--- config.mk ---
export PLATFORM = sky130hd
export DESIGN_NAME = slip_deframer_crc_check_top_flat
export DESIGN_NICKNAME = d
export VERILOG_FILES = /design/src/rtl/core/sdcc_pkg.sv /design/src/rtl/core/sdcc_if.sv /design/src/rtl/core/sdcc_front.sv /design/src/rtl/core/sdcc_queue.sv /design/src/rtl/core/sdcc_back.sv /design/src/rtl/core/slip_deframer_crc_check_top.sv /design/src/flat_wrapper.sv
export VERILOG_INCLUDE_DIRS = /design/src /design/src/rtl/core
export SDC_FILE = /design/constraint.sdc
export NUM_CORES = 1
export LEC_CHECK = 0
export BUFFER_PORTS_ARGS = -buffer_cell sky130_fd_sc_hd__buf_4
export CAP_MARGIN = 20
export CORE_MARGIN = 3
export CORE_UTILIZATION = 25
export DETAILED_ROUTE_END_ITERATION = 16
export HOLD_SLACK_MARGIN = 0.08
export SLEW_MARGIN = 20
export SYNTH_ARGS = -nofsm -noshare
export SYNTH_HDL_FRONTEND = slang
export SYNTH_SLANG_ARGS = --single-unit
--- constraint.sdc ---
create_clock -name clk -period 4.93 [get_ports clk]
set_input_delay 0.7395 -clock clk [delete_from_list [all_inputs] [get_ports clk]]
set_output_delay 0.7395 -clock clk [all_outputs]
set_load 0.01 [all_outputs]
--- src/rtl/core/slip_deframer_crc_check_top_assert.svh ---
// Assertion macros for the SLIP deframer with CRC check.
// Each macro expands to one labelled concurrent assertion clocked on clk
// and held off while rst is high.
`ifndef SLIP_DEFRAMER_CRC_CHECK_TOP_ASSERT_SVH
`define SLIP_DEFRAMER_CRC_CHECK_TOP_ASSERT_SVH

// Same-cycle implication
`define SDCC_ASSERT_NOW(lbl, ante, cons, msg) \
  lbl: assert property (@(posedge clk) disable iff (rst) (ante) |-> (cons)) \
    else $error(msg);

// Next-cycle implication
`define SDCC_ASSERT_NEXT(lbl, ante, cons, msg) \
  lbl: assert property (@(posedge clk) disable iff (rst) (ante) |=> (cons)) \
    else $error(msg);

`endif

--- src/rtl/core/sdcc_pkg.sv ---
// ----------------------------------------------------------------------------
// sdcc_pkg
// Shared types, constants and the CRC-16/XMODEM byte fold for the SLIP
// deframer with CRC check.
// ----------------------------------------------------------------------------
`default_nettype none

package sdcc_pkg;

  // SLIP framing bytes
  localparam logic [7:0] FLAG_END     = 8'hC0;
  localparam logic [7:0] FLAG_ESC     = 8'hDB;
  localparam logic [7:0] FLAG_ESC_END = 8'hDC;

  // Defaults and sizes
  localparam int          MAX_FRAME_DEF = 1024;
  localparam logic [15:0] TIMEOUT_RESET = 16'd1000;
  localparam int          QUEUE_DEPTH   = 2;
  localparam logic [15:0] CRC_POLY      = 16'h1021;

  // Input opcodes
  localparam logic OP_BYTE = 1'b0;
  localparam logic OP_TICK = 1'b1;

  // Command classes handed from the front end to the back end
  typedef enum logic [1:0] {
    CMD_TICK = 2'd0,
    CMD_END  = 2'd1,
    CMD_ESC  = 2'd2,
    CMD_DATA = 2'd3
  } cmd_kind_t;

  typedef struct packed {
    cmd_kind_t  kind;
    logic [7:0] rx_byte;
  } cmd_t;

  // Result kind codes
  typedef enum logic [1:0] {
    RES_DATA    = 2'd0,
    RES_END     = 2'd1,
    RES_TIMEOUT = 2'd2
  } res_kind_t;

  // Frame status codes
  typedef enum logic [1:0] {
    ST_GOOD     = 2'd0,
    ST_CRC_ERR  = 2'd1,
    ST_OVERFLOW = 2'd2
  } frame_status_t;

  // Back end state flags, watched at the top level
  typedef struct packed {
    logic in_frame;
    logic overflowed;
    logic count_nonzero;
  } back_status_t;

  // CRC-16/XMODEM, MSB first, one byte
  function automatic logic [15:0] crc16_fold(input logic [15:0] crc,
                                             input logic [7:0]  b);
    logic [15:0] c;
    c = crc ^ {b, 8'h00};
    for (int i = 0; i < 8; i++) begin
      c = c[15] ? ((c << 1) ^ CRC_POLY) : (c << 1);
    end
    return c;
  endfunction

endpackage

`default_nettype wire

--- src/rtl/core/sdcc_if.sv ---
// ----------------------------------------------------------------------------
// sdcc_if
// Valid/ready channel interfaces: line input, decoded results and the
// timeout configuration write.
// ----------------------------------------------------------------------------
`default_nettype none

interface sdcc_in_if;
  logic       valid;
  logic       ready;
  logic       opcode;
  logic [7:0] rx_byte;
  modport source (output valid, output opcode, output rx_byte, input ready);
  modport sink   (input valid, input opcode, input rx_byte, output ready);
endinterface

interface sdcc_out_if;
  logic        valid;
  logic        ready;
  logic [1:0]  result_kind;
  logic [7:0]  data_byte;
  logic [10:0] frame_length;
  logic [1:0]  frame_status;
  modport source (output valid, output result_kind, output data_byte,
                  output frame_length, output frame_status, input ready);
  modport sink   (input valid, input result_kind, input data_byte,
                  input frame_length, input frame_status, output ready);
endinterface

interface sdcc_cfg_if;
  logic        valid;
  logic        ready;
  logic [15:0] timeout_ticks;
  modport source (output valid, output timeout_ticks, input ready);
  modport sink   (input valid, input timeout_ticks, output ready);
endinterface

`default_nettype wire

--- src/rtl/core/sdcc_front.sv ---
// ----------------------------------------------------------------------------
// sdcc_front
// Accepts line beats, classifies them as tick, frame end, escape or data,
// and holds the classified command in a register until the queue takes it.
// ----------------------------------------------------------------------------
`default_nettype none

module sdcc_front (
  input  wire logic          clk,
  input  wire logic          rst,
  sdcc_in_if.sink            rx,
  output sdcc_pkg::cmd_t     cmd,
  output logic               cmd_valid,
  input  wire logic          cmd_ready
);

  logic           hold_valid;
  logic           hold_valid_next;
  sdcc_pkg::cmd_t hold_cmd;
  sdcc_pkg::cmd_t class_cmd;
  logic           rx_acc;

  // Take a new beat whenever the hold register is empty or draining
  assign rx.ready = !hold_valid || cmd_ready;
  assign rx_acc   = rx.valid && rx.ready;

  // Classify the incoming beat
  always_comb begin
    class_cmd.rx_byte = rx.rx_byte;
    if (rx.opcode == sdcc_pkg::OP_TICK) begin
      class_cmd.kind = sdcc_pkg::CMD_TICK;
    end else if (rx.rx_byte == sdcc_pkg::FLAG_END) begin
      class_cmd.kind = sdcc_pkg::CMD_END;
    end else if (rx.rx_byte == sdcc_pkg::FLAG_ESC) begin
      class_cmd.kind = sdcc_pkg::CMD_ESC;
    end else begin
      class_cmd.kind = sdcc_pkg::CMD_DATA;
    end
  end

  always_comb begin
    if (rx_acc) begin
      hold_valid_next = 1'b1;
    end else if (cmd_ready) begin
      hold_valid_next = 1'b0;
    end else begin
      hold_valid_next = hold_valid;
    end
  end

  // Hold register
  always_ff @(posedge clk) begin
    if (rst) begin
      hold_valid <= 1'b0;
    end else begin
      hold_valid <= hold_valid_next;
    end
  end

  always_ff @(posedge clk) begin
    if (rx_acc) begin
      hold_cmd <= class_cmd;
    end
  end

  assign cmd       = hold_cmd;
  assign cmd_valid = hold_valid;

endmodule

`default_nettype wire

--- src/rtl/core/sdcc_queue.sv ---
// ----------------------------------------------------------------------------
// sdcc_queue
// Short command FIFO between the front end and the back end.
// ----------------------------------------------------------------------------
`default_nettype none

module sdcc_queue (
  input  wire logic           clk,
  input  wire logic           rst,
  input  wire sdcc_pkg::cmd_t push_cmd,
  input  wire logic           push,
  output logic                full,
  output sdcc_pkg::cmd_t      pop_cmd,
  output logic                not_empty,
  input  wire logic           pop
);

  localparam int DEPTH = sdcc_pkg::QUEUE_DEPTH;
  localparam int PTR_W = (DEPTH > 1) ? $clog2(DEPTH) : 1;
  localparam int CNT_W = $clog2(DEPTH + 1);

  sdcc_pkg::cmd_t   store [DEPTH];
  logic [PTR_W-1:0] wr_ptr;
  logic [PTR_W-1:0] rd_ptr;
  logic [CNT_W-1:0] count;
  logic             do_push;
  logic             do_pop;

  assign full      = (count == CNT_W'(DEPTH));
  assign not_empty = (count != '0);
  assign do_push   = push && !full;
  assign do_pop    = pop && not_empty;
  assign pop_cmd   = store[rd_ptr];

  // Pointers and fill count
  always_ff @(posedge clk) begin
    if (rst) begin
      wr_ptr <= '0;
      rd_ptr <= '0;
      count  <= '0;
    end else begin
      if (do_push) begin
        wr_ptr <= (wr_ptr == PTR_W'(DEPTH - 1)) ? '0 : wr_ptr + PTR_W'(1);
      end
      if (do_pop) begin
        rd_ptr <= (rd_ptr == PTR_W'(DEPTH - 1)) ? '0 : rd_ptr + PTR_W'(1);
      end
      if (do_push && !do_pop) begin
        count <= count + CNT_W'(1);
      end else if (do_pop && !do_push) begin
        count <= count - CNT_W'(1);
      end
    end
  end

  // Entry storage
  always_ff @(posedge clk) begin
    if (do_push) begin
      store[wr_ptr] <= push_cmd;
    end
  end

endmodule

`default_nettype wire

--- src/rtl/core/sdcc_back.sv ---
// ----------------------------------------------------------------------------
// sdcc_back
// Executes queued commands: escape resolution, frame length, CRC fold,
// overflow, tick timeout; registers the result beat for the output channel.
// ----------------------------------------------------------------------------
`default_nettype none

module sdcc_back #(
  parameter int MAX_FRAME = sdcc_pkg::MAX_FRAME_DEF
) (
  input  wire logic           clk,
  input  wire logic           rst,
  input  wire sdcc_pkg::cmd_t cmd,
  input  wire logic           cmd_valid,
  output logic                cmd_pop,
  input  wire logic [15:0]    timeout_ticks,
  output sdcc_pkg::back_status_t status,
  sdcc_out_if.source          res
);

  localparam int CNT_W = $clog2(MAX_FRAME + 1);

  // Decoder state
  logic             in_frame,       in_frame_next;
  logic             escape_pending, escape_pending_next;
  logic [CNT_W-1:0] byte_count,     byte_count_next;
  logic [15:0]      crc_register,   crc_register_next;
  logic [15:0]      tick_count,     tick_count_next;
  logic             overflowed,     overflowed_next;

  // Result register
  logic        out_valid, out_valid_next;
  logic [1:0]  out_kind;
  logic [7:0]  out_data;
  logic [10:0] out_len;
  logic [1:0]  out_stat;

  logic                    has_res;
  sdcc_pkg::res_kind_t     r_kind;
  logic [7:0]              r_data;
  logic [10:0]             r_len;
  sdcc_pkg::frame_status_t r_stat;
  logic [15:0]             tick_inc;
  logic [7:0]              dec;

  // Pop when the result register is free or being drained
  assign cmd_pop  = cmd_valid && (!out_valid || res.ready);
  assign tick_inc = tick_count + 16'd1;

  // Resolve an escaped byte
  always_comb begin
    if (escape_pending) begin
      dec = (cmd.rx_byte == sdcc_pkg::FLAG_ESC_END) ? sdcc_pkg::FLAG_END
                                                    : sdcc_pkg::FLAG_ESC;
    end else begin
      dec = cmd.rx_byte;
    end
  end

  // Command execution
  always_comb begin
    in_frame_next       = in_frame;
    escape_pending_next = escape_pending;
    byte_count_next     = byte_count;
    crc_register_next   = crc_register;
    tick_count_next     = tick_count;
    overflowed_next     = overflowed;
    has_res             = 1'b0;
    r_kind              = sdcc_pkg::RES_DATA;
    r_data              = 8'h00;
    r_len               = 11'd0;
    r_stat              = sdcc_pkg::ST_GOOD;
    if (cmd_pop) begin
      case (cmd.kind)
        sdcc_pkg::CMD_TICK: begin
          if (tick_inc >= timeout_ticks) begin
            // timeout: full restart
            in_frame_next       = 1'b0;
            escape_pending_next = 1'b0;
            byte_count_next     = '0;
            crc_register_next   = 16'h0000;
            tick_count_next     = 16'h0000;
            overflowed_next     = 1'b0;
            has_res             = 1'b1;
            r_kind              = sdcc_pkg::RES_TIMEOUT;
          end else begin
            tick_count_next = tick_inc;
          end
        end
        sdcc_pkg::CMD_END: begin
          has_res = 1'b1;
          r_kind  = sdcc_pkg::RES_END;
          r_len   = 11'(byte_count);
          if (overflowed) begin
            r_stat = sdcc_pkg::ST_OVERFLOW;
          end else if (crc_register != 16'h0000) begin
            r_stat = sdcc_pkg::ST_CRC_ERR;
          end
          in_frame_next       = 1'b0;
          escape_pending_next = 1'b0;
          byte_count_next     = '0;
          crc_register_next   = 16'h0000;
          overflowed_next     = 1'b0;
        end
        sdcc_pkg::CMD_ESC: begin
          escape_pending_next = 1'b1;
        end
        sdcc_pkg::CMD_DATA: begin
          if (!in_frame) begin
            tick_count_next = 16'h0000;
            in_frame_next   = 1'b1;
          end
          escape_pending_next = 1'b0;
          if (byte_count >= CNT_W'(MAX_FRAME)) begin
            overflowed_next = 1'b1;
          end else begin
            crc_register_next = sdcc_pkg::crc16_fold(crc_register, dec);
            byte_count_next   = byte_count + CNT_W'(1);
            has_res           = 1'b1;
            r_data            = dec;
          end
        end
        default: begin
        end
      endcase
    end
  end

  always_comb begin
    if (has_res) begin
      out_valid_next = 1'b1;
    end else if (res.ready) begin
      out_valid_next = 1'b0;
    end else begin
      out_valid_next = out_valid;
    end
  end

  // State and result valid
  always_ff @(posedge clk) begin
    if (rst) begin
      in_frame       <= 1'b0;
      escape_pending <= 1'b0;
      byte_count     <= '0;
      crc_register   <= 16'h0000;
      tick_count     <= 16'h0000;
      overflowed     <= 1'b0;
      out_valid      <= 1'b0;
    end else begin
      in_frame       <= in_frame_next;
      escape_pending <= escape_pending_next;
      byte_count     <= byte_count_next;
      crc_register   <= crc_register_next;
      tick_count     <= tick_count_next;
      overflowed     <= overflowed_next;
      out_valid      <= out_valid_next;
    end
  end

  // Result payload
  always_ff @(posedge clk) begin
    if (has_res) begin
      out_kind <= r_kind;
      out_data <= r_data;
      out_len  <= r_len;
      out_stat <= r_stat;
    end
  end

  assign res.valid        = out_valid;
  assign res.result_kind  = out_kind;
  assign res.data_byte    = out_data;
  assign res.frame_length = out_len;
  assign res.frame_status = out_stat;

  assign status.in_frame      = in_frame;
  assign status.overflowed    = overflowed;
  assign status.count_nonzero = (byte_count != '0);

endmodule

`default_nettype wire

--- src/rtl/core/slip_deframer_crc_check_top.sv ---
// ----------------------------------------------------------------------------
// slip_deframer_crc_check_top
// SLIP frame decoder with streamed payload, CRC-16/XMODEM frame check,
// overflow flagging and a tick-driven restart timeout.
// ----------------------------------------------------------------------------
//
//  channel | dir | handshake   | payload
//  --------+-----+-------------+-----------------------------------------------
//  rx      | in  | valid/ready | opcode, rx_byte
//  res     | out | valid/ready | result_kind, data_byte, frame_length,
//          |     |             | frame_status
//  cfg     | in  | valid/ready | timeout_ticks (always ready)
//
//  One beat a cycle sustained while res is not stalled; a beat's result passes
//  through the hold register, queue and result register. The byte CRC fold
//  sets the back end's path; it executes one command a cycle unless res stalls.
//  Reset (rst, synchronous) clears the decoder and loads timeout_ticks = 1000.
//  A stall on res fills the two-entry queue and the hold register, then
//  drops rx.ready.
// ----------------------------------------------------------------------------
`default_nettype none

`include "slip_deframer_crc_check_top_assert.svh"

module slip_deframer_crc_check_top #(
  parameter int MAX_FRAME = sdcc_pkg::MAX_FRAME_DEF
) (
  input  wire logic  clk,
  input  wire logic  rst,
  sdcc_cfg_if.sink   cfg,
  sdcc_in_if.sink    rx,
  sdcc_out_if.source res
);

  logic                   [15:0] timeout_ticks;
  sdcc_pkg::cmd_t         front_cmd;
  logic                   front_valid;
  logic                   q_full;
  sdcc_pkg::cmd_t         q_cmd;
  logic                   q_valid;
  logic                   q_pop;
  sdcc_pkg::back_status_t back_st;
  logic                   res_ovf_end;
  logic                   end_pop;
  logic                   state_idle;
  logic                   [10:0] max_len;

  // Timeout register
  assign cfg.ready = 1'b1;

  always_ff @(posedge clk) begin
    if (rst) begin
      timeout_ticks <= sdcc_pkg::TIMEOUT_RESET;
    end else if (cfg.valid) begin
      timeout_ticks <= cfg.timeout_ticks;
    end
  end

  // Front end
  sdcc_front u_front (
    .clk       (clk),
    .rst       (rst),
    .rx        (rx),
    .cmd       (front_cmd),
    .cmd_valid (front_valid),
    .cmd_ready (!q_full)
  );

  // Command queue
  sdcc_queue u_queue (
    .clk       (clk),
    .rst       (rst),
    .push_cmd  (front_cmd),
    .push      (front_valid),
    .full      (q_full),
    .pop_cmd   (q_cmd),
    .not_empty (q_valid),
    .pop       (q_pop)
  );

  // Back end
  sdcc_back #(
    .MAX_FRAME (MAX_FRAME)
  ) u_back (
    .clk           (clk),
    .rst           (rst),
    .cmd           (q_cmd),
    .cmd_valid     (q_valid),
    .cmd_pop       (q_pop),
    .timeout_ticks (timeout_ticks),
    .status        (back_st),
    .res           (res)
  );

  // Terms watched by the checks
  assign res_ovf_end = res.valid && (res.result_kind == sdcc_pkg::RES_END) &&
                       (res.frame_status == sdcc_pkg::ST_OVERFLOW);
  assign end_pop     = q_pop && (q_cmd.kind == sdcc_pkg::CMD_END);
  assign state_idle  = !back_st.in_frame && !back_st.count_nonzero;
  assign max_len     = 11'(MAX_FRAME);

  // Checks
  `SDCC_ASSERT_NOW(a_ovf_in_frame, back_st.overflowed, back_st.in_frame, "overflow outside frame")
  `SDCC_ASSERT_NOW(a_cnt_in_frame, back_st.count_nonzero, back_st.in_frame, "bytes outside frame")
  `SDCC_ASSERT_NOW(a_ovf_len, res_ovf_end, res.frame_length == max_len, "overflow length wrong")
  `SDCC_ASSERT_NEXT(a_end_clears, end_pop, state_idle, "frame end left state")

endmodule

`default_nettype wire

--- src/flat_wrapper.sv ---
// flat-port wrapper written by rule: the top's interface ports become plain ports
module slip_deframer_crc_check_top_flat 
#(
  parameter int MAX_FRAME = sdcc_pkg::MAX_FRAME_DEF
)
  (clk, rst, cfg_valid, cfg_timeout_ticks, cfg_ready, rx_valid, rx_opcode, rx_rx_byte, rx_ready, res_valid, res_result_kind, res_data_byte, res_frame_length, res_frame_status, res_ready);
  sdcc_cfg_if cfg_i ();
  sdcc_in_if rx_i ();
  sdcc_out_if res_i ();
  input  wire logic clk;
  input  wire logic rst;
  input wire logic [$bits(cfg_i.valid)-1:0] cfg_valid;
  input wire logic [$bits(cfg_i.timeout_ticks)-1:0] cfg_timeout_ticks;
  output wire logic [$bits(cfg_i.ready)-1:0] cfg_ready;
  input wire logic [$bits(rx_i.valid)-1:0] rx_valid;
  input wire logic [$bits(rx_i.opcode)-1:0] rx_opcode;
  input wire logic [$bits(rx_i.rx_byte)-1:0] rx_rx_byte;
  output wire logic [$bits(rx_i.ready)-1:0] rx_ready;
  output wire logic [$bits(res_i.valid)-1:0] res_valid;
  output wire logic [$bits(res_i.result_kind)-1:0] res_result_kind;
  output wire logic [$bits(res_i.data_byte)-1:0] res_data_byte;
  output wire logic [$bits(res_i.frame_length)-1:0] res_frame_length;
  output wire logic [$bits(res_i.frame_status)-1:0] res_frame_status;
  input wire logic [$bits(res_i.ready)-1:0] res_ready;
  assign cfg_i.valid = cfg_valid;
  assign cfg_i.timeout_ticks = cfg_timeout_ticks;
  assign cfg_ready = cfg_i.ready;
  assign rx_i.valid = rx_valid;
  assign rx_i.opcode = rx_opcode;
  assign rx_i.rx_byte = rx_rx_byte;
  assign rx_ready = rx_i.ready;
  assign res_valid = res_i.valid;
  assign res_result_kind = res_i.result_kind;
  assign res_data_byte = res_i.data_byte;
  assign res_frame_length = res_i.frame_length;
  assign res_frame_status = res_i.frame_status;
  assign res_i.ready = res_ready;
  slip_deframer_crc_check_top #(.MAX_FRAME(MAX_FRAME)) u_core (.clk(clk), .rst(rst), .cfg(cfg_i), .rx(rx_i), .res(res_i));
endmodule
Word-level counts from Yosys, hierarchy flattened
Memory sizes are Yosys's and may differ from the RTL's. A register that Yosys moved wholly into a read port is not among the register bits. Index checks and enable logic that the tools add are counted.

Flip-flop bits (word level): 101. Bits in latches: 0. RAM bits: 20. Memory bits (read-only): 0. Input bits: 30. Output and inout port bits: 26. Word-level logic and storage cells: 129. Memories kept: 1.

Memories: u_core.u_queue.store (words 2, bits a word 10, read ports 1, clocked after Yosys merged registers in 1, wr ports 1, line sdcc_queue.sv:22) `sdcc_pkg::cmd_t store [DEPTH];`.

Add/sub/neg operators: 6. Multipliers: 0. Div/mod/pow operators: 0. Magnitude comparators: 2. Eq/ne operators: 12. Shift-type cells: 0. Multiplexer cells: 46. Bitwise logic cells: 12. Reductions and logical operators: 30.

Operators by type and width (number): $mux 13 (8); $mux 16 (4); $pmux 16 s3 (1); $pmux 11 s3 (1); $pmux 16 s2 (1); $eq 8x8->1 const B (3); $not 3->3 (8); $mux 11 (2); $mux 1 (18); $add 16x1->16 const B (1); $ge 16x16->1 (1); $reduce_bool 16->1 (1); $xor 16x16->16 (1); $pmux 1 s3 (4); $add 11x1->11 const B (1); $ge 11x11->1 const B (1); $ne 2x2->1 const B (5); $mux 2 (4); $mux 8 (1); $reduce_and 4->1 (2); $reduce_bool 2->1 (4); $eq 2x2->1 const B (3); $logic_and 1x1->1 (6); $reduce_and 3->1 (2); other kinds (14) (25).

Depth between registers and ports, before layout
Gate-level depths: netlist of the first run.

Word-level depth: 22. Depth in mapped cells: 14. Mapped depth without buffers: 14.

Modules after synthesis
A second synthesis of the first run with hierarchy kept.

Cell total of the unflattened synthesis: 580. Area, all modules: 6058.3 um2.

Modules (own cells, without submodules): sdcc_back (times used 1, cells an instance 449, area each 4125.2 um2, sequential area each 1631.6 um2); sdcc_queue (times used 1, cells an instance 56, area each 938.4 um2, sequential area each 700.7 um2); slip_deframer_crc_check_top (times used 1, cells an instance 55, area each 615.6 um2, sequential area each 320.3 um2); sdcc_front (times used 1, cells an instance 20, area each 379.1 um2, sequential area each 320.3 um2).

Least setup slack after synthesis of the first run
No wires, ideal clock.

Path type: register -> register. From: reg u_core.u_back.tick_count[2]. To: reg u_core.u_back.out_data[0] (netlist: u_core.u_back.res.data_byte[0]), enable pin. Setup time: 0.381 ns. Data arrival time: 3.186 ns. Data required time: 4.549 ns. Slack: 1.363 ns. Stages on the path, launching flop included: 14. Buffers on the path: 0. Clock period less this slack: 3.567 ns. Path through: dfxtp_1 -> and3_1 -> and4_1 -> nand3_1 -> and2_1 -> or2_2 -> ha_1 -> nand2_1 -> o21ai_0 -> a41oi_1 -> nor3_1 -> a21bo_2 -> nand2_1 -> inv_1.

Word-level cells in the longest chain between the ends: 5.

RTL lines: start: declaration (line sdcc_back.sv:28) `logic [15:0] tick_count, tick_count_next;`; start signal: assignment (line sdcc_back.sv:154) `tick_count <= tick_count_next;`; $add 16x1->16 (line sdcc_back.sv:48) `assign tick_inc = tick_count + 16'd1;`; $ge 16x16->1 (line sdcc_back.sv:76) `if (tick_inc >= timeout_ticks) begin`; $mux 1 (line sdcc_back.sv:76); $pmux 1 s3 (line sdcc_back.sv:74) `case (cmd.kind)`; $mux 1 (line sdcc_back.sv:73) `if (cmd_pop) begin`; via u_core.u_back.has_res (line sdcc_back.sv:38) `logic has_res;`; end signal: assignment (line sdcc_back.sv:164) `out_data <= r_data;`; end: declaration (line sdcc_back.sv:34) `logic [7:0] out_data;`.

The timed path passes the listed nets, and every way through them passes these cells. A chain may end at the register's enable or synchronous reset.

Worst setup path after layout of the first run
From: reg u_core.u_back.tick_count[2]. To: reg u_core.u_back.out_len[2] (netlist: u_core.u_back.res.frame_length[2]), enable pin.

Word-level cells in the longest chain between the ends: 5.

RTL lines: $add 16x1->16 (line sdcc_back.sv:48); $ge 16x16->1 (line sdcc_back.sv:76); $mux 1 (line sdcc_back.sv:76); $pmux 1 s3 (line sdcc_back.sv:74); $mux 1 (line sdcc_back.sv:73); via u_core.u_back.has_res (line sdcc_back.sv:38); end signal: assignment (line sdcc_back.sv:165) `out_len <= r_len;`; end: declaration (line sdcc_back.sv:35) `logic [10:0] out_len;`.

The timed path passes the listed nets, and every way through them passes these cells.

==> metrics.yaml, run 1 <==
run_status:
  status: "finished clean"
worst_hold_path:
  min_path_type: "reg2reg"
global_route:
  grt_pass1_vias: 3997
  grt_first_pass_wirelength_um: 20500
  antenna_found_initial: 0
  grt_overflow: 0
  grt.total_usage: 0.105
  grt_max_degree: 65
route:
  via_per_inst: 4.59
  met3_length_um: 499
  drtIter0Drc: 279
  wl_per_cell_um: 14.0
  num_vias: 4189
  wl_met2_um: 5720
  wirelength_met1_um: 6400
  wl_um: 12800
  drc: 0
  top_layer_used: "met4"
  first_pass_iters: 5
  ant_nets: 0
die:
  rows: 54
  core_um2: 22200
  fp.dieH_um: 158
  initial_core_util: 0.258
  pin_count: 56
  die-area_um2: 24800
  fp.dieW_um: 158
sta:
  worstMarginPinSlew_ps: 977
  clock.fmax_mhz: 262
  setup_viol: 0
  setup_tns_ps: 0
  rsz0062_at_grt: "no"
  hold_viol: 0
  finalCritPeriodShare: 0.775
  slew_headroom: 0.345
  finalWorstPathRequiredPeriod_ps: 3820
  final_max_slew_viol_count: 0
  clock_skew_ps: 12.8
clock_network:
  cts_tree: "yes"
  clock_latency_ps: 430
  cts_max_path_buffers: 2
  postCtsHoldBufs: 0
  cts_buffers: 17
  cts_max_level: 4
  clk_pin_slew_ps: 60
  cts-root-buf: "clkbuf_16"
  clkSinkCount: 122
  ctsResizeCount: 0
  cts_setup_buffers: 0
worst_setup_path:
  worstPathCellList: "and3_1 > and4_1 > nand3_1 > and2_1 > or2_2 > ha_1 > nand2_1 > o21ai_0 > a41oi_1 > nor3_1 > a21bo_2 > nand2_1 > inv_1 > buf_4"
  required_ps: 5010
  crit_slowest_cell: "nor3_1"
  worstSetupPathType: "reg2reg"
  worstPathArrival_ps: 3900
  crit_path_start_kind: "flip-flop"
  endpoint_kind: "flip-flop"
  critical-path-top-cell-by-count: "nand2_1"
  crit_fanout: 27
  slowest_delay_ps: 460
final_layout:
  stdcell_area_um2: 7030
  syn2layout_area_growth_pct: 22.4
  drive_gt1_frac: 0.179
  n_antenna_cell: 0
  nets: 670
  fillers: 2264
yosys:
  async_reset_ff_frac: 0
  synth-seq-cells: 122
  synth_top_family_by_area: "simple AND/OR/NAND/NOR gates"
  synthCells: 567
  synth_area_leader_cell: "edfxtp_1"
  synth_area_um2: 5740
  ys_seq_area_frac: 0.518
  syn_nets: 617
  synthSimpleGateAreaFrac: 0.178
  synth_compound_area_frac: 0.138
  avgSynthCellArea_um2: 10.1
  synthMuxAreaShare: 0.0266
  synthAdderAreaFrac: 0.0436
  synth-xor-area-share: 0.0599
  synthTopCellsByArea: "edfxtp_1 28%, dfxtp_1 24%, ha_1 4.4%"
  ys.flop_type: "dfxtp_1"
  synth_edf_count: 53
  post_synth_num_cell_types: 58
  yosysWarnings: 0
  yosysTopAreaCellShare: 0.277
placement:
  hpwl_um: 8980
  gp_congestion: 0.825
  place_area_um2: 6420
  io_buffers: 54
power_and_ir_drop:
  leakage_nw: 2.71
  ir_worst_vdd_v: 0.000241
  power.density_nw_per_um2: 495
job:
  cap_viol_max_count: 0
-- stage by stage --
| stage | total power, mW | hold WS, ps | setup slack, ps | util | instances |
|---|---|---|---|---|---|
| 5_1_grt | 3.66 | 468 | 768 | 0.316 | 913 |
| 2_1_floorplan | 1.97 | 421 | 1360 | - | 567 |
| 3_5_place_dp | 2.25 | 435 | 1110 | 0.289 | 880 |
| 6_report | 3.48 | 451 | 1110 | 0.316 | 913 |
| 3_3_place_gp | 2.24 | 427 | 1340 | 0.289 | 880 |
| 4_1_cts | 3.52 | 453 | 1090 | 0.316 | 912 |
-- routing by layer --
layer  global-route usage  vias up
met5                    0        -
li1                     -     2158
met1                0.144     1944
met3               0.0290        6
met4               0.0384        0
met2                0.159       81
-- critical path, delay by kind of cell (launching register included) --
kind / cells / cell delay, ps
AND/OR/NAND/NOR: 8 / 1800
flip-flops: 1 / 390
buffers and inverters: 2 / 410
adder cells (fa/ha/maj): 1 / 320
AO/OA/AOI/OAI: 3 / 570
-- report_power, final --
| group | switching [mW] | internal, mW | total (mW) |
|---|---|---|---|
| clock network | 0.535 | 0.726 | 1.26 |
| registers | 0.108 | 1.19 | 1.30 |
| logic | 0.556 | 0.364 | 0.920 |
| total | 1.20 | 2.28 | 3.48 |
-- cell families (layout without fill, tap and decap cells) --
| logic type | Yosys count | count (layout) |
|---|---|---|
| other | 1 | 1 |
| muxes | 15 | 15 |
| adders and majority gates | 20 | 20 |
| buffers and inverters | 49 | 115 |
| AOI/OAI and AO/OA | 124 | 124 |
| xor gates and xnor gates | 35 | 35 |
| DFF | 122 | 122 |
| and+or+nand+nor | 201 | 201 |
-- placed cells by master (no fill, tap or decap), types with 6 or more instances in the layout --
cell / count
a22oi_1: 9
buf_4: 59
and2_1: 18
and3_1: 9
nand2_1: 43
ha_1: 20
a211oi_1: 9
nor4_1: 9
mux2i_1: 13
inv_1: 22
nand2b_1: 7
a21oi_1: 40
xnor2_1: 18
nor2_1: 43
xor2_1: 12
o211ai_1: 6
or2_2: 6
edfxtp_1: 53
nor3_1: 18
dfxtp_1: 69
o21ai_0: 32
nor2b_1: 13
inv_8: 6
nand3_1: 15
clkbuf_16: 17
-- final timing paths --
kind | from | endpoint | slack (ps) | depth (start not counted)
max | u_core.u_back.tick_count[2]$_SDFFE_PP0P_ | u_core.u_back.res.frame_length[2]$_SDFFCE_PN0P_ | 1110 | 14
min | u_core.u_front.cmd[4]$_DFFE_PP_ | u_core.u_queue.store[1][4]$_DFFE_PP_ | 450 | 0
max reg2reg | u_core.u_back.tick_count[2]$_SDFFE_PP0P_ | u_core.u_back.res.frame_length[2]$_SDFFCE_PN0P_ | 1110 | 14
min reg2reg | u_core.u_front.cmd[4]$_DFFE_PP_ | u_core.u_queue.store[1][4]$_DFFE_PP_ | 450 | 0
-- sequential cells by signal (all words and copies together) (netlist names), named ones only --
register / flops
u_core.u_queue.store: 20
u_core.timeout_ticks: 16
u_core.u_back.crc_register: 16
u_core.u_back.tick_count: 16
u_core.u_back.byte_count: 11
u_core.u_back.res.frame_length: 11
u_core.u_front.cmd: 10
u_core.u_back.res.data_byte: 8
u_core.u_back.res.frame_status: 2
u_core.u_back.res.result_kind: 2
u_core.u_queue.count: 2
u_core.u_back.escape_pending: 1
u_core.u_back.in_frame: 1
u_core.u_back.overflowed: 1
u_core.u_back.res.valid: 1
u_core.u_front.cmd_valid: 1
u_core.u_queue.rd_ptr: 1
u_core.u_queue.wr_ptr: 1
-- synth_stat cells (7+ instances only) --
master and count:
nor4_1 9, and2_1 18, nor2_1 43, nand2_1 43, xnor2_1 18, nor3_1 19, ha_1 20, a211oi_1 9
nand3_1 15, clkbuf_1 14, inv_1 22, nand2b_1 7, o21ai_0 32, mux2i_1 13, a21oi_1 40, a22oi_1 9
xor2_1 12, nor2b_1 13, edfxtp_1 53, and3_1 9, dfxtp_1 69
-- cell type report --
cell class	instances	area [um2]	share of cell area
repair buffers	60	448	0.0637
flip-flops and latches	122	2970	0.423
multi-input cells	396	2570	0.366
inverters	23	86.3	0.0123
well taps	280	350	0.0498
clock buffers	17	425	0.0605
clock inverters	15	175	0.0249
Note: power is estimated with default switching activity, not from simulation.
==> run 2, diff against run 1 <==
clock period = 3.95 ns   (was 4.93 ns; I/O delays follow)
==> metrics.yaml, run 2 (same netlist as run 1, synthesis figures left out) <==
global_route:
  grt_first_pass_wirelength_um: 20800  # was 20500 um
  grt_pass1_vias: 4110  # was 3997
  antenna_found_initial: 0  # unchanged
  grt_overflow: 0  # unchanged
  grt_max_degree: 65  # unchanged
  grt.total_usage: 0.106  # was 0.105
final_layout:
  nets: 673  # was 670
  multiInputGateArea_um2: 2580  # was 2570 um2
  largest_reg_flops: 20  # unchanged
  stdcell_area_um2: 7090  # was 7030 um2
  drive_gt1_frac: 0.186  # was 0.179
  largest_register: "u_core.u_queue.store"  # unchanged
  syn2layout_area_growth_pct: 23.4  # was 22.4%
  final_cell_count_no_fill: 916  # was 913
  n_antenna_cell: 0  # unchanged
  ff_latch_area_um2: 2970  # unchanged
  fillers: 2277  # was 2264
  final_common_cell: "dfxtp_1"  # unchanged
  layout_common_cells: "69 x dfxtp_1, 61 x buf_4, 53 x edfxtp_1"  # was 69 x dfxtp_1, 59 x buf_4, 53 x edfxtp_1
clock_network:
  clock_latency_ps: 420  # was 430 ps
  cts_max_level: 4  # unchanged
  cts_setup_buffers: 0  # unchanged
  clkSinkCount: 122  # unchanged
  clk_pin_slew_ps: 60  # about the same
  cts_buffers: 17  # unchanged
  cts-root-buf: "clkbuf_16"  # unchanged
  cts_max_path_buffers: 2  # unchanged
  cts_tree: "yes"  # unchanged
sta:
  finalCritPeriodShare: 0.890  # was 0.775
  final_max_slew_viol_count: 0  # unchanged
  setup_viol: 0  # unchanged
  finalWorstPathRequiredPeriod_ps: 3510  # was 3820 ps
  setup_tns_ps: 0  # unchanged
  layout_setup_ws_ps: 436  # was 1110 ps
  clock.fmax_mhz: 285  # was 262 MHz
  slew_headroom: 0.427  # was 0.345
  clock_skew_ps: 9.29  # was 12.8 ps
  worstMarginPinSlew_ps: 856  # was 977 ps
  hold_viol: 0  # unchanged
  rsz0062_at_grt: "no"  # unchanged
route:
  drc: 0  # unchanged
  wl_per_cell_um: 13.6  # was 14.0 um
  wl_um: 12500  # was 12800 um
  ant_nets: 0  # unchanged
  via_per_inst: 4.58  # was 4.59
  first_pass_iters: 5  # unchanged
  num_vias: 4195  # was 4189
  drtIter0Drc: 226  # was 279
worst_hold_path:
  hold_end: "u_core.u_front.cmd[2]$_DFFE_PP_"  # was u_core.u_queue.store[1][4]$_DFFE_PP_
  hold_start: "rx_rx_byte[2]"  # was u_core.u_front.cmd[4]$_DFFE_PP_
  min_path_type: "in2reg"  # was reg2reg
  worst_hold_path.num_cells: 1  # was 0
power_and_ir_drop:
  clock_power_share: 0.357  # was 0.362
  p_sw_frac: 0.340  # was 0.344
  ir_worst_vdd_v: 0.000323  # was 0.000241 V
  power_mw: 4.36  # was 3.48 mW
  power.density_nw_per_um2: 616  # was 495 nW/um2
  sequentialPowerShare: 0.364  # was 0.374
  power.internal_mw: 2.88  # was 2.28 mW
  combPwrFrac: 0.278  # was 0.264
  power.switching_mw: 1.48  # was 1.20 mW
  leakage_nw: 2.73  # was 2.71 nW
worst_setup_path:
  rr_worst_depth: 15  # was 14
  r2r_end: "u_core.u_back.res.frame_length[9]$_SDFFCE_PN0P_"  # was u_core.u_back.res.frame_length[2]$_SDFFCE_PN0P_
  timing.rr.start: "u_core.u_back.tick_count[2]$_SDFFE_PP0P_"  # unchanged
  r2r_setup_slack_ps: 440  # was 1110 ps
  endpoint_kind: "flip-flop"  # unchanged
  crit_path_start_kind: "flip-flop"  # unchanged
  worstSetupPathType: "reg2reg"  # unchanged
  crit_fanout: 27  # unchanged
  worstPathArrival_ps: 3680  # was 3900 ps
  required_ps: 4120  # was 5010 ps
placement:
  dp_slack_ps: 235  # was 1110 ps
  place_area_um2: 6470  # was 6420 um2
  gp_congestion: 0.840  # was 0.825
  dp.cells: 884  # was 880
  hpwl_um: 8850  # was 8980 um
  io_buffers: 54  # unchanged
run_status:
  status: "finished clean"  # unchanged
die:
  pin_count: 56  # unchanged
  fp.dieW_um: 158  # unchanged
  die-area_um2: 24800  # unchanged
  rows: 54  # unchanged
  fp.dieH_um: 158  # unchanged
  initial_core_util: 0.258  # unchanged
  core_um2: 22200  # unchanged
job:
  cap_viol_max_count: 0  # unchanged
## run 2: stage by stage
step | util | hold WS (ps)
after global routing | 0.319 | 327
after global placement | 0.291 | 428
after detailed placement | 0.291 | 436
final | 0.319 | 356
after CTS | 0.318 | 336
after floorplan | - | 421
## run 2: area by class of cell
cell class | count | area share
inverters | 23 | 0.0122
clock buffers | 17 | 0.0600
multi-input cells | 396 | 0.364
flip-flops and latches | 122 | 0.419
repair buffers | 63 | 0.0702
well taps | 280 | 0.0494
clock inverters | 15 | 0.0249
## run 2: power groups by stage
| stage | logic [mW] | clock network, mW | registers, mW |
|---|---|---|---|
| after floorplan | 0.842 | 0 | 1.61 |
| after detailed placement | 1.22 | 0 | 1.62 |
| after global routing | 1.34 | 1.66 | 1.61 |
| after CTS | 1.23 | 1.59 | 1.59 |
| final | 1.22 | 1.56 | 1.59 |
| after global placement | 1.21 | 0 | 1.62 |
## run 2: per-layer routing
| layer | vias up | track usage | wire, um | share of wire |
|---|---|---|---|---|
| met4 | 0 | 0.0384 | 205 | 0.016 |
| li1 | 2155 | - | - | - |
| met3 | 15 | 0.0298 | 541 | 0.043 |
| met2 | 89 | 0.157 | 5440 | 0.44 |
| met5 | - | 0 | 0 | 0 |
| met1 | 1936 | 0.148 | 6290 | 0.50 |
## run 2: critical path, stage by stage (launching register included)
cell and delay, ps:
dfxtp_1 390, and3_1 220, and4_1 250, nand3_1 140, and2_1 190, or2_2 290, ha_1 310, a21oi_1 150
o21ai_1 100, a211oi_1 210, o21ai_1 130, buf_4 170, a21bo_2 230, nand2_1 200, inv_1 110, buf_12 180
## run 2: worst max path at each step
stage | startpoint | cells past startpoint | slack (ps) | end
finish | u_core.u_back.tick_count[2]$_SDFFE_PP0P_ | 15 | 440 | u_core.u_back.res.frame_length[9]$_SDFFCE_PN0P_
global route | u_core.u_back.tick_count[2]$_SDFFE_PP0P_ | 14 | 20 | u_core.u_back.res.frame_length[9]$_SDFFCE_PN0P_
CTS | u_core.u_back.tick_count[2]$_SDFFE_PP0P_ | 13 | 190 | u_core.u_back.byte_count[10]$_SDFFE_PP0P_
detailed placement | u_core.u_back.tick_count[2]$_SDFFE_PP0P_ | 13 | 240 | u_core.u_back.byte_count[10]$_SDFFE_PP0P_
global placement | u_core.u_back.tick_count[2]$_SDFFE_PP0P_ | 14 | 350 | u_core.u_back.escape_pending$_SDFFE_PP0P_
floorplan | u_core.u_back.tick_count[2]$_SDFFE_PP0P_ | 13 | 380 | u_core.u_back.res.data_byte[0]$_SDFFCE_PP0P_
## run 2: repair_timing
item / 4_1_cts / 5_1_grt
setup endpoints to repair: 0 / 48
hold endpoints to repair: 0 / 0
gates resized for setup: 0 / 4
hold buffers: 0 / 0
